### config.mk
export PLATFORM = sky130hd
export DESIGN_NAME = hpoc_divider
export DESIGN_NICKNAME = d
export VERILOG_FILES = /design/src/rtl/hpoc_divider.sv
export SDC_FILE = /design/constraint.sdc
export NUM_CORES = 1
export LEC_CHECK = 0
export BUFFER_PORTS_ARGS = -buffer_cell sky130_fd_sc_hd__buf_2
export CORE_ASPECT_RATIO = 0.75
export CORE_MARGIN = 8
export CORE_UTILIZATION = 50
export DETAILED_ROUTE_END_ITERATION = 6
export GPL_TIMING_DRIVEN = 0
export PLACE_DENSITY = 0.8
export SLEW_MARGIN = 5
export SYNTH_ARGS = -nofsm -noshare
export SYNTH_HDL_FRONTEND = slang
export SYNTH_SLANG_ARGS = --single-unit
### constraint.sdc
create_clock -name clk -period 2.8 [get_ports clk]
set_clock_uncertainty 0.15 [all_clocks]
set_input_delay 0.56 -clock clk [delete_from_list [all_inputs] [get_ports clk]]
set_output_delay 0.56 -clock clk [all_outputs]
set_load 0.01 [all_outputs]
### src/rtl/hpoc_divider.sv
`default_nettype none
// Unsigned 32/8 restoring divider, one quotient bit a cycle.
module hpoc_divider (
  input  wire logic        clk,
  input  wire logic        rst,
  input  wire logic        start,
  input  wire logic [31:0] dividend,
  input  wire logic [7:0]  divisor,
  output logic             done,
  output logic [31:0]      quotient,
  output logic [7:0]       remainder
);
  logic [5:0]  count;
  logic        busy;
  logic [31:0] quo;
  logic [8:0]  rem;
  logic [8:0]  trial;

  assign trial = {rem[7:0], quo[31]};

  always_ff @(posedge clk) begin
    if (rst) begin
      busy <= 1'b0;
      done <= 1'b0;
      count <= '0;
    end else begin
      done <= 1'b0;
      if (start) begin
        busy <= 1'b1;
        count <= 6'd32;
      end else if (busy) begin
        count <= count - 6'd1;
        if (count == 6'd1) begin
          busy <= 1'b0;
          done <= 1'b1;
        end
      end
    end
  end

  always_ff @(posedge clk) begin
    if (start) begin
      quo <= dividend;
      rem <= '0;
    end else if (busy) begin
      if (trial >= {1'b0, divisor}) begin
        rem <= trial - {1'b0, divisor};
        quo <= {quo[30:0], 1'b1};
      end else begin
        rem <= trial;
        quo <= {quo[30:0], 1'b0};
      end
    end
  end

  assign quotient = quo;
  assign remainder = rem[7:0];
endmodule
`default_nettype wire

==> results of run 1 <==
-- path summary, 6_finish.rpt --
check / startpoint / endpoint / slack (ns) / cells past startpoint
max: divisor[6] / quotient[0]$_DFFE_PP_ / 0.59 / 8
min: rst / count[5]$_SDFFE_PP0P_ / 0.29 / 2
max reg2reg: quotient[31]$_DFFE_PP_ / rem[6]$_SDFFE_PP0P_ / 0.60 / 8
min reg2reg: rem[3]$_SDFFE_PP0P_ / rem[3]$_SDFFE_PP0P_ / 0.36 / 2
-- worst max-delay path: stages --
cell and delay, ns:
buf_2 0.07, inv_1 0.03, ha_1 0.36, a21o_1 0.22, a221oi_2 0.31, o21ai_2 0.13
buf_6 0.17, mux2_2 0.25
-- cell families after synthesis --
kind of cell    count (synthesis)  synth area share (%)
flops                          48                  52.4
xor+xnor                        9                  3.22
simple gates                   48                  9.82
fa+ha+maj                      11                  5.93
mux                            36                  16.4
buf+inv                        21                  3.63
compound gates                 27                  8.64
-- power groups by stage --
stage	Sequential (mW)	Clock, mW	Combinational, mW
6_report	0.866	0.398	0.308
5_1_grt	0.875	0.431	0.341
4_1_cts	0.866	0.411	0.312
3_5_place_dp	0.880	0	0.312
3_3_place_gp	0.879	0	0.303
2_1_floorplan	0.903	0	0.166
-- routing by layer --
| metal | vias up | track usage [%] |
|---|---|---|
| met1 | 852 | 16.8 |
| met2 | 48 | 23.1 |
| met4 | 0 | 5.21 |
| li1 | 905 | - |
| met5 | - | 0 |
| met3 | 9 | 5.89 |
-- per-stage QoR --
stage / power (mW) / cells / hold WS [ns] / util (%)
CTS: 1.59 / 351 / 0.280 / 63.1
global route: 1.65 / 351 / 0.285 / 63.1
detailed placement: 1.19 / 343 / 0.348 / 61.3
floorplan: 1.07 / 200 / 0.307 / -
global placement: 1.18 / 343 / 0.328 / 61.3
finish: 1.57 / 351 / 0.288 / 63.1
-- final cells by class --
class	count	share of cell area, %
flip-flops and latches	48	42.4
multi-input cells	131	35.6
repair buffers	83	13.7
well taps	60	2.48
clock buffers	5	2.28
inverters	14	1.74
plain buffers	7	1.20
clock inverters	3	0.621
-- flip-flops by register name, summed over array words and instances, names as in the netlist --
register	cells
busy	1
count	6
quotient	32
rem	8
done	1
-- cells in the final DEF, fill, tap and decap left out, types with 4 or more instances in the layout --
master | Yosys | final
mux2_2 | 32 | 32
edfxtp_1 | 32 | 32
buf_2 | 2 | 85
mux2i_1 | 4 | 4
dfxtp_1 | 16 | 16
clkbuf_8 | 0 | 5
o21ai_0 | 4 | 4
xor2_1 | 6 | 6
inv_1 | 14 | 14
nand2b_1 | 4 | 4
ha_1 | 10 | 10
nand2_1 | 13 | 13
nor2_1 | 16 | 16
a21oi_1 | 7 | 7
==> run metrics, run 1 <==
Setup Fix Bufs, Post-CTS 0; synth cell count leaders edfxtp_1 (32), mux2_2 (32), dfxtp_1 (16), nor2_1 (16), inv_1 (14); highest routed layer met4; global route overflow 0; largest net degree at the start of global routing 33; initial antenna violation count 0; DR pass1 iterations 4; fin nets 344; slew margin rel. 20.2%; RSZ-0062 raised after global routing false; CTS tree built; # IOs 84; Multi-input gate area 1080 sq um; peak supply drop 383 uV; post-route cell area between 3000 and 4000 sq um; Seq/Total Area, Yosys 52.4%; antenna-violating nets left 0; Max H-tree Level 2; EDFF count, synth 32; dominant cells by area after synthesis edfxtp_1 (39%), mux2_2 (15%), dfxtp_1 (13%), ha_1 (5.1%), nor2_1 (2.5%); Leakage 1.33 nW; Num CTS Buffers 5; Setup WS pre-CTS 0.261 ns; Area Overhead vs Synth 23.6%; Cell variety after synth 42; routability cong. ~0.81; DRT iter0 DRCs 95; status finished, final reports clean; mean routed wirelength per cell 15.3 microns; vias 1814; share of total power in combinational logic 19.6%; Yosys top cell by area edfxtp_1; vias in the first global route around 1900; Flop pwr share 55.1%; CTS resizes 0; sequential cell area about 1300 sq um; Pwr Density a little over 500 nW/um^2; FILL cells 415; Skew-Pair Late Insertion Delay 0.30 ns; Die H 76.6 microns; syn nets 254; crit path kind input port to register; vias per cell 5.17; Final Max Tran Viols 0; Yosys top cell area share 39.3%; Req. time, crit path around 2.7 ns; core box area 4790 sq um; WP data arrival 2.12 ns; HPWL after detailed placement roughly 4200 microns; clk root buf clkbuf_8; first-pass GRT wire length 8760 microns; Final period util 78.8%; endpoint class of the critical path register; Hold Buf Count CTS 0; Worst-Margin Slew around 1.2 ns; final setup margin 0.593 ns; Final Hold Violating Endpoints 0; die area 7410 sq um; Sw Pwr roughly 420 uW; startpoint types input port; n_diodes 0; CP Max Fanout 10; Synth Warn # 0; met2 routed WL 2580 microns; Placed Area a little under 3000 sq um; clk slew on worst S/H paths 0.09 ns; switching share of total power 26.7%; num rows 22; met3 WL 373 microns; total track usage 14.4%; Clock power frac 25.3%; Die X 96.8 microns; CTS sink cnt 48; register bit total from synthesis 48; Max clock buf depth 2; worst hold path type input port to register; Max Clk Rate between 400 and 500 MHz; Cells after Synth 200; Async SR Flop Fraction 0%; Final setup viols 0; Synth Flop Type edfxtp_1; IO Port Bufs 83; share of cells above drive strength 1 ~46%; fin crit period 2.21 ns; TNS Setup 0 ns; post-synthesis average cell area between 10 and 15 sq um; DRC viols 0; Starting Density about 51%; Int Power around 1.2 mW; WL final 5370 microns; mapped cell area roughly 2400 sq um; max-cap check violation count 0; routed metal-1 wire length about 2300 microns
(Power assumes the default switching activity.)
==> run 2: changes to the inputs <==
--- a/config.mk
+++ b/config.mk
@@ -8,10 +8,10 @@
 export BUFFER_PORTS_ARGS = -buffer_cell sky130_fd_sc_hd__buf_2
 export CORE_ASPECT_RATIO = 0.75
 export CORE_MARGIN = 8
-export CORE_UTILIZATION = 50
+export CORE_UTILIZATION = 45
 export DETAILED_ROUTE_END_ITERATION = 6
 export GPL_TIMING_DRIVEN = 0
-export PLACE_DENSITY = 0.8
+export PLACE_DENSITY = 0.76
 export SLEW_MARGIN = 5
 export SYNTH_ARGS = -nofsm -noshare
 export SYNTH_HDL_FRONTEND = slang
==> constraint.sdc (replaced) <==
create_clock -name clk -period 1.8 [get_ports clk]
set_clock_uncertainty 0.15 [all_clocks]
set_input_delay 0.36 -clock clk [delete_from_list [all_inputs] [get_ports clk]]
set_output_delay 0.36 -clock clk [all_outputs]
set_load 0.01 [all_outputs]
==> run 2 against run 1 <==
Effect of this change:
- the flow now finishes with violations (setup timing)
- cell count is 8.3% higher
- via count is 3.5% higher
- non-clock buffer count is 13 higher
- sequential cell count stayed put
- clock-buffer cell count is 2 higher
- first-iteration DRC count is 24% lower
- critical path depth stayed put
- combinational power is 89% higher
- utilization is 0.19 points lower
- sequential share of layout area is 3.6 points lower
- final area is 10% higher
- critical endpoint is now rem[6]$_SDFFE_PP0P_
- highest routed layer unchanged
==> run metrics, run 2 (same netlist as run 1, synthesis figures left out) <==
vias 1878; total track usage around 15%; CP cell instances inv_2 > ha_4 > fa_2 > nand2b_4 > a21oi_2 > or4b_1 > and4_1 > o31ai_2; switching share of total power a little over a quarter; final setup margin -0.335 ns; share of total power in combinational logic 22.7%; Max Clk Rate 468 MHz; final core occ 62.9%; vias per cell 4.94; Max stage delay on crit path 0.47 ns; clk root buf clkbuf_8; startpoint types register; TNS Setup -0.949 ns; met1 Usage GRT 19.1%; WP data arrival 2.19 ns; grt met3 use 5.14%; num rows 23; HPWL after detailed placement 4330 microns; status complete, but fails checks; worst hold path type input port to register; Final setup viols 9; antenna-violating nets left 0; endpoint class of the critical path register; routability cong. 0.805; clk slew on worst S/H paths 0.09 ns; busiest grt layer met2; CP Max Fanout 2; failing checks setup timing; commonest non-fill, non-tap cell in the layout buf_2; share of cells above drive strength 1 a little under three fifths; DRC viols 0; CTS tree built; Int Power roughly 1.9 mW; die area 8080 sq um; most frequent cells in the layout buf_2 (85), edfxtp_1 (32), mux2_2 (31); Flop pwr share 52.3%; Placed Area 3020 sq um; mean routed wirelength per cell 15.3 microns; Die H 79.9 microns; Worst-Margin Slew roughly 0.58 ns; Hold Buf Count CTS 0; Leakage 1.41 nW; crit path kind register to register; initial antenna violation count 0; fin crit period about 2.1 ns; global route overflow 0; RSZ-0062 raised after global routing true; # IOs 84; Die X between 100 and 150 microns; IO Port Bufs 83; FILL cells 455; Final Max Tran Viols 0; fin nets 358; sequential cell area 1290 sq um; Final period util 119%; Sw Pwr approximately 680 uW; CTS sink cnt 48; Clock power frac 25.0%; Pwr Density 770 nW/um^2; Skew-Pair Late Insertion Delay just under 0.3 ns; core box area 5300 sq um; largest net degree at the start of global routing 17; CP max-delay cell or4b_1; overall power roughly 2.6 mW; vias in the first global route approximately 1900; peak supply drop 479 uV; Starting Density 46.2%; n_diodes 0; WHS roughly 0.11 ns; DRT iter0 DRCs about 70; post-route cell area ~3300 sq um; Max H-tree Level 2; Req. time, crit path 1.85 ns; Num CTS Buffers 5; first-pass GRT wire length 9380 microns; max-cap check violation count 0; DR pass1 iterations 4; Max clock buf depth 2; Global Route met2 Usage 22.7%; Area Overhead vs Synth 36.3%; slew margin rel. 61.4%; number of flip-flops under the largest register name 32; WL final 5830 microns; Multi-input gate area 1240 sq um; Final Hold Violating Endpoints 0
[run 2: changes by cell type in the layout (fill, tap and decap cells not counted), sizes merged]
| cell | previous run | this run |
|---|---|---|
| inv | 14 | 13 |
| clkbuf | 6 | 8 |
| buf | 89 | 102 |
[run 2: per-layer routing]
metal,wire (microns),part of all wire (%)
met1,2710,46
met2,2640,45
met3,434,7.4
met4,45,0.77
met5,0,0
[run 2: worst paths after layout]
path	from	endpoint	slack, ns	cells past startpoint
worst min register to register	count[1]$_SDFFE_PP0P_	count[1]$_SDFFE_PP0P_	0.34	2
worst max register to register	quotient[31]$_DFFE_PP_	rem[6]$_SDFFE_PP0P_	-0.34	8
worst min-delay path	rst	busy$_SDFF_PP0_	0.11	2
worst max-delay path	quotient[31]$_DFFE_PP_	rem[6]$_SDFFE_PP0P_	-0.34	8
[run 2: layout make-up]
type / instances / area share (%)
flip-flops and latches: 48 / 38.8
multi-input cells: 131 / 37.2
repair buffers: 96 / 15.5
well taps: 75 / 2.82
clock buffers: 7 / 2.59
inverters: 14 / 1.69
plain buffers: 7 / 1.09
repair inverters: 1 / 0.225
clock inverters: 1 / 0.113
[run 2: what timing repair did]
| action | in CTS | in global routing |
|---|---|---|
| cloned | 1 | 0 |
| endpoints found under the setup margin | 41 | 41 |
| resized for setup | 23 | 5 |
| pin swaps | 8 | 9 |
| buffers inserted | 13 | 0 |
[run 2: critical path: cells and delay by family, from the launching register on]
kind | cells | cell delay (ns)
AO/OA/AOI/OAI | 2 | 0.23
adder cells (fa/ha/maj) | 2 | 0.35
buffers and inverters | 1 | 0.10
flip-flops | 1 | 0.44
AND/OR/NAND/NOR | 3 | 0.78
[run 2: power by group through the flow]
stage | clock network (mW) | logic (mW) | registers [mW]
6_report | 0.642 | 0.581 | 1.34
2_1_floorplan | 0 | 0.270 | 1.41
5_1_grt | 0.716 | 0.638 | 1.36
4_1_cts | 0.667 | 0.571 | 1.34
3_3_place_gp | 0 | 0.489 | 1.37
3_5_place_dp | 0 | 0.501 | 1.37
[run 2: through the flow]
| stage | worst slack [ns] | std cells |
|---|---|---|
| finish | -0.335 | 380 |
| global route | -0.426 | 380 |
| CTS | -0.314 | 380 |
| detailed placement | -0.543 | 358 |
| global placement | -0.526 | 358 |
| floorplan | -0.266 | 200 |
==> run 3: changes to the inputs <==
--- a/config.mk
+++ b/config.mk
@@ -6,12 +6,14 @@
 export NUM_CORES = 1
 export LEC_CHECK = 0
 export BUFFER_PORTS_ARGS = -buffer_cell sky130_fd_sc_hd__buf_2
+export CAP_MARGIN = 20
 export CORE_ASPECT_RATIO = 0.75
 export CORE_MARGIN = 8
-export CORE_UTILIZATION = 45
+export CORE_UTILIZATION = 50
+export CTS_BUF_LIST = sky130_fd_sc_hd__clkbuf_8 sky130_fd_sc_hd__clkbuf_16
 export DETAILED_ROUTE_END_ITERATION = 6
 export GPL_TIMING_DRIVEN = 0
-export PLACE_DENSITY = 0.76
+export PLACE_DENSITY = 0.8
 export SLEW_MARGIN = 5
 export SYNTH_ARGS = -nofsm -noshare
 export SYNTH_HDL_FRONTEND = slang
==> constraint.sdc (replaced) <==
create_clock -name clk -period 2.3 [get_ports clk]
set_clock_uncertainty 0.15 [all_clocks]
set_input_delay 0.46 -clock clk [delete_from_list [all_inputs] [get_ports clk]]
set_output_delay 0.46 -clock clk [all_outputs]
set_load 0.01 [all_outputs]
==> run 3 against run 2 <==
Effect of this change:
- the run now ends clean
- die area decreased by 8.2%
- critical path depth decreased by 2
- sequential power decreased by 22%
- cell count decreased by 7.4%
- non-clock buffer count decreased by 12
- maximum frequency decreased by 2.7%
==> run metrics, run 3 (same netlist as run 1, synthesis figures left out) <==
max-cap check violation count 0; num rows 22; status finished, final reports clean; slew margin rel. a little under 60%; n_diodes 0; worst hold path type input port to register; DRT iter0 DRCs around 110; Req. time, crit path around 2.2 ns; CTS sink cnt between 40 and 50; Hold Buf Count CTS 0; Skew-Pair Late Insertion Delay 0.30 ns; Leakage 1.36 nW; vias 1825; initial antenna violation count 0; endpoint class of the critical path register; Final Hold Violating Endpoints 0; DRC viols 0; first-pass GRT wire length between 8000 and 9000 microns; post-route cell area 3080 sq um; Die H around 77 microns; fin crit period about 2.2 ns; mean routed wirelength per cell 15.4 microns; Max H-tree Level 2; largest net degree at the start of global routing 20; Max Clk Rate 456 MHz; most frequent cells in the layout buf_2 (85), mux2_2 (32), edfxtp_1 (32); number of flip-flops under the largest register name 32; vias in the first global route ~1900; Num CTS Buffers 5; WL final 5430 microns; IO Port Bufs 83; Die X 96.8 microns; final core occ 64.2%; total track usage between 10% and 20%; fin nets approximately 350; Final Max Tran Viols 0; Starting Density 51.1%; vias per cell 5.18; clk slew on worst S/H paths 0.09 ns; Area Overhead vs Synth 25.8%; die area 7410 sq um; RSZ-0062 raised after global routing false; crit path kind register to register; core box area between 4000 and 5000 sq um; final setup margin 0.106 ns; Final period util about 95%; CTS tree built; Pwr Density between 600 and 700 nW/um^2; clk root buf clkbuf_8; Worst-Margin Slew about 0.63 ns; Setup WS pre-CTS -0.119 ns; commonest non-fill, non-tap cell in the layout buf_2; startpoint types register; DR pass1 iterations 4; antenna-violating nets left 0; HPWL after detailed placement between 4000 and 5000 microns; # IOs 84; Placed Area 2960 sq um; routability cong. ~0.81; Final setup viols 0; share of cells above drive strength 1 46.9%; overall power 2.03 mW; CP Max Fanout 10; peak supply drop 476 uV; FILL cells 401; global route overflow 0; Max clock buf depth 2; WP data arrival 2.10 ns
## run 3: cell count changes in the layout (fill, tap and decap cells not counted), moves of 3 or more
cell | previous run | this run
buf_4 | 12 | 0
dfxtp_2 | 3 | 0
nand2b_1 | 1 | 4
dfxtp_1 | 11 | 16
inv_1 | 11 | 15
nand2b_4 | 3 | 0
ha_1 | 3 | 9
ha_4 | 6 | 0
## run 3: routing by layer
metal / track usage [%] / share of wire, % / vias to the layer above
met1: 16.8 / 44 / 855
met4: 5.05 / 1.5 / 0
met2: 23.3 / 47 / 59
met3: 5.98 / 7.6 / 9
li1: - / - / 902
met5: 0 / 0 / -
## run 3: power by group
group / switching, mW / total (mW) / internal, mW / leakage [nW]
combinational: 0.197 / 0.387 / 0.189 / 0.848
clock: 0.272 / 0.591 / 0.318 / 0.0593
sequential: 0.0421 / 1.05 / 1.01 / 0.453
total: 0.511 / 2.03 / 1.52 / 1.36
## run 3: layout make-up
type / instances / area (sq um) / area share [%]
tap: 60 / 75.1 / 2.44
sequential: 48 / 1280 / 41.6
clock inverter: 3 / 38.8 / 1.26
clock buffer: 5 / 68.8 / 2.24
timing repair buffer: 84 / 443 / 14.4
multi-input combinational: 131 / 1080 / 35.1
buffer: 7 / 36.3 / 1.18
inverter: 14 / 52.6 / 1.71
## run 3: per-stage QoR
stage / cells / TNS (ns) / hold slack [ns]
finish: 352 / 0 / 0.196
global route: 352 / 0 / 0.191
CTS: 352 / 0 / 0.187
detailed placement: 344 / -0.144 / 0.338
global placement: 343 / -5.08 / 0.328
floorplan: 200 / 0 / 0.307
## run 3: what timing repair did
| item | CTS | global route |
|---|---|---|
| resized for setup | 0 | 2 |
| setup buffers | 0 | 0 |
| endpoints found under the setup margin | 0 | 1 |
## run 3: worst max-delay path, stage by stage (launching register included)
cell      delay [ns]
dfxtp_1         0.35
ha_1            0.37
a21o_1          0.23
a221oi_2        0.30
o21ai_2         0.13
buf_6           0.17
mux2_2          0.26
## run 3: final timing paths
path / start / to / slack [ns] / cells past startpoint
max: rem[5]$_SDFFE_PP0P_ / quotient[0]$_DFFE_PP_ / 0.11 / 6
min: rst / busy$_SDFF_PP0_ / 0.20 / 2
max reg2reg: rem[5]$_SDFFE_PP0P_ / quotient[0]$_DFFE_PP_ / 0.11 / 6
min reg2reg: rem[3]$_SDFFE_PP0P_ / rem[3]$_SDFFE_PP0P_ / 0.35 / 2
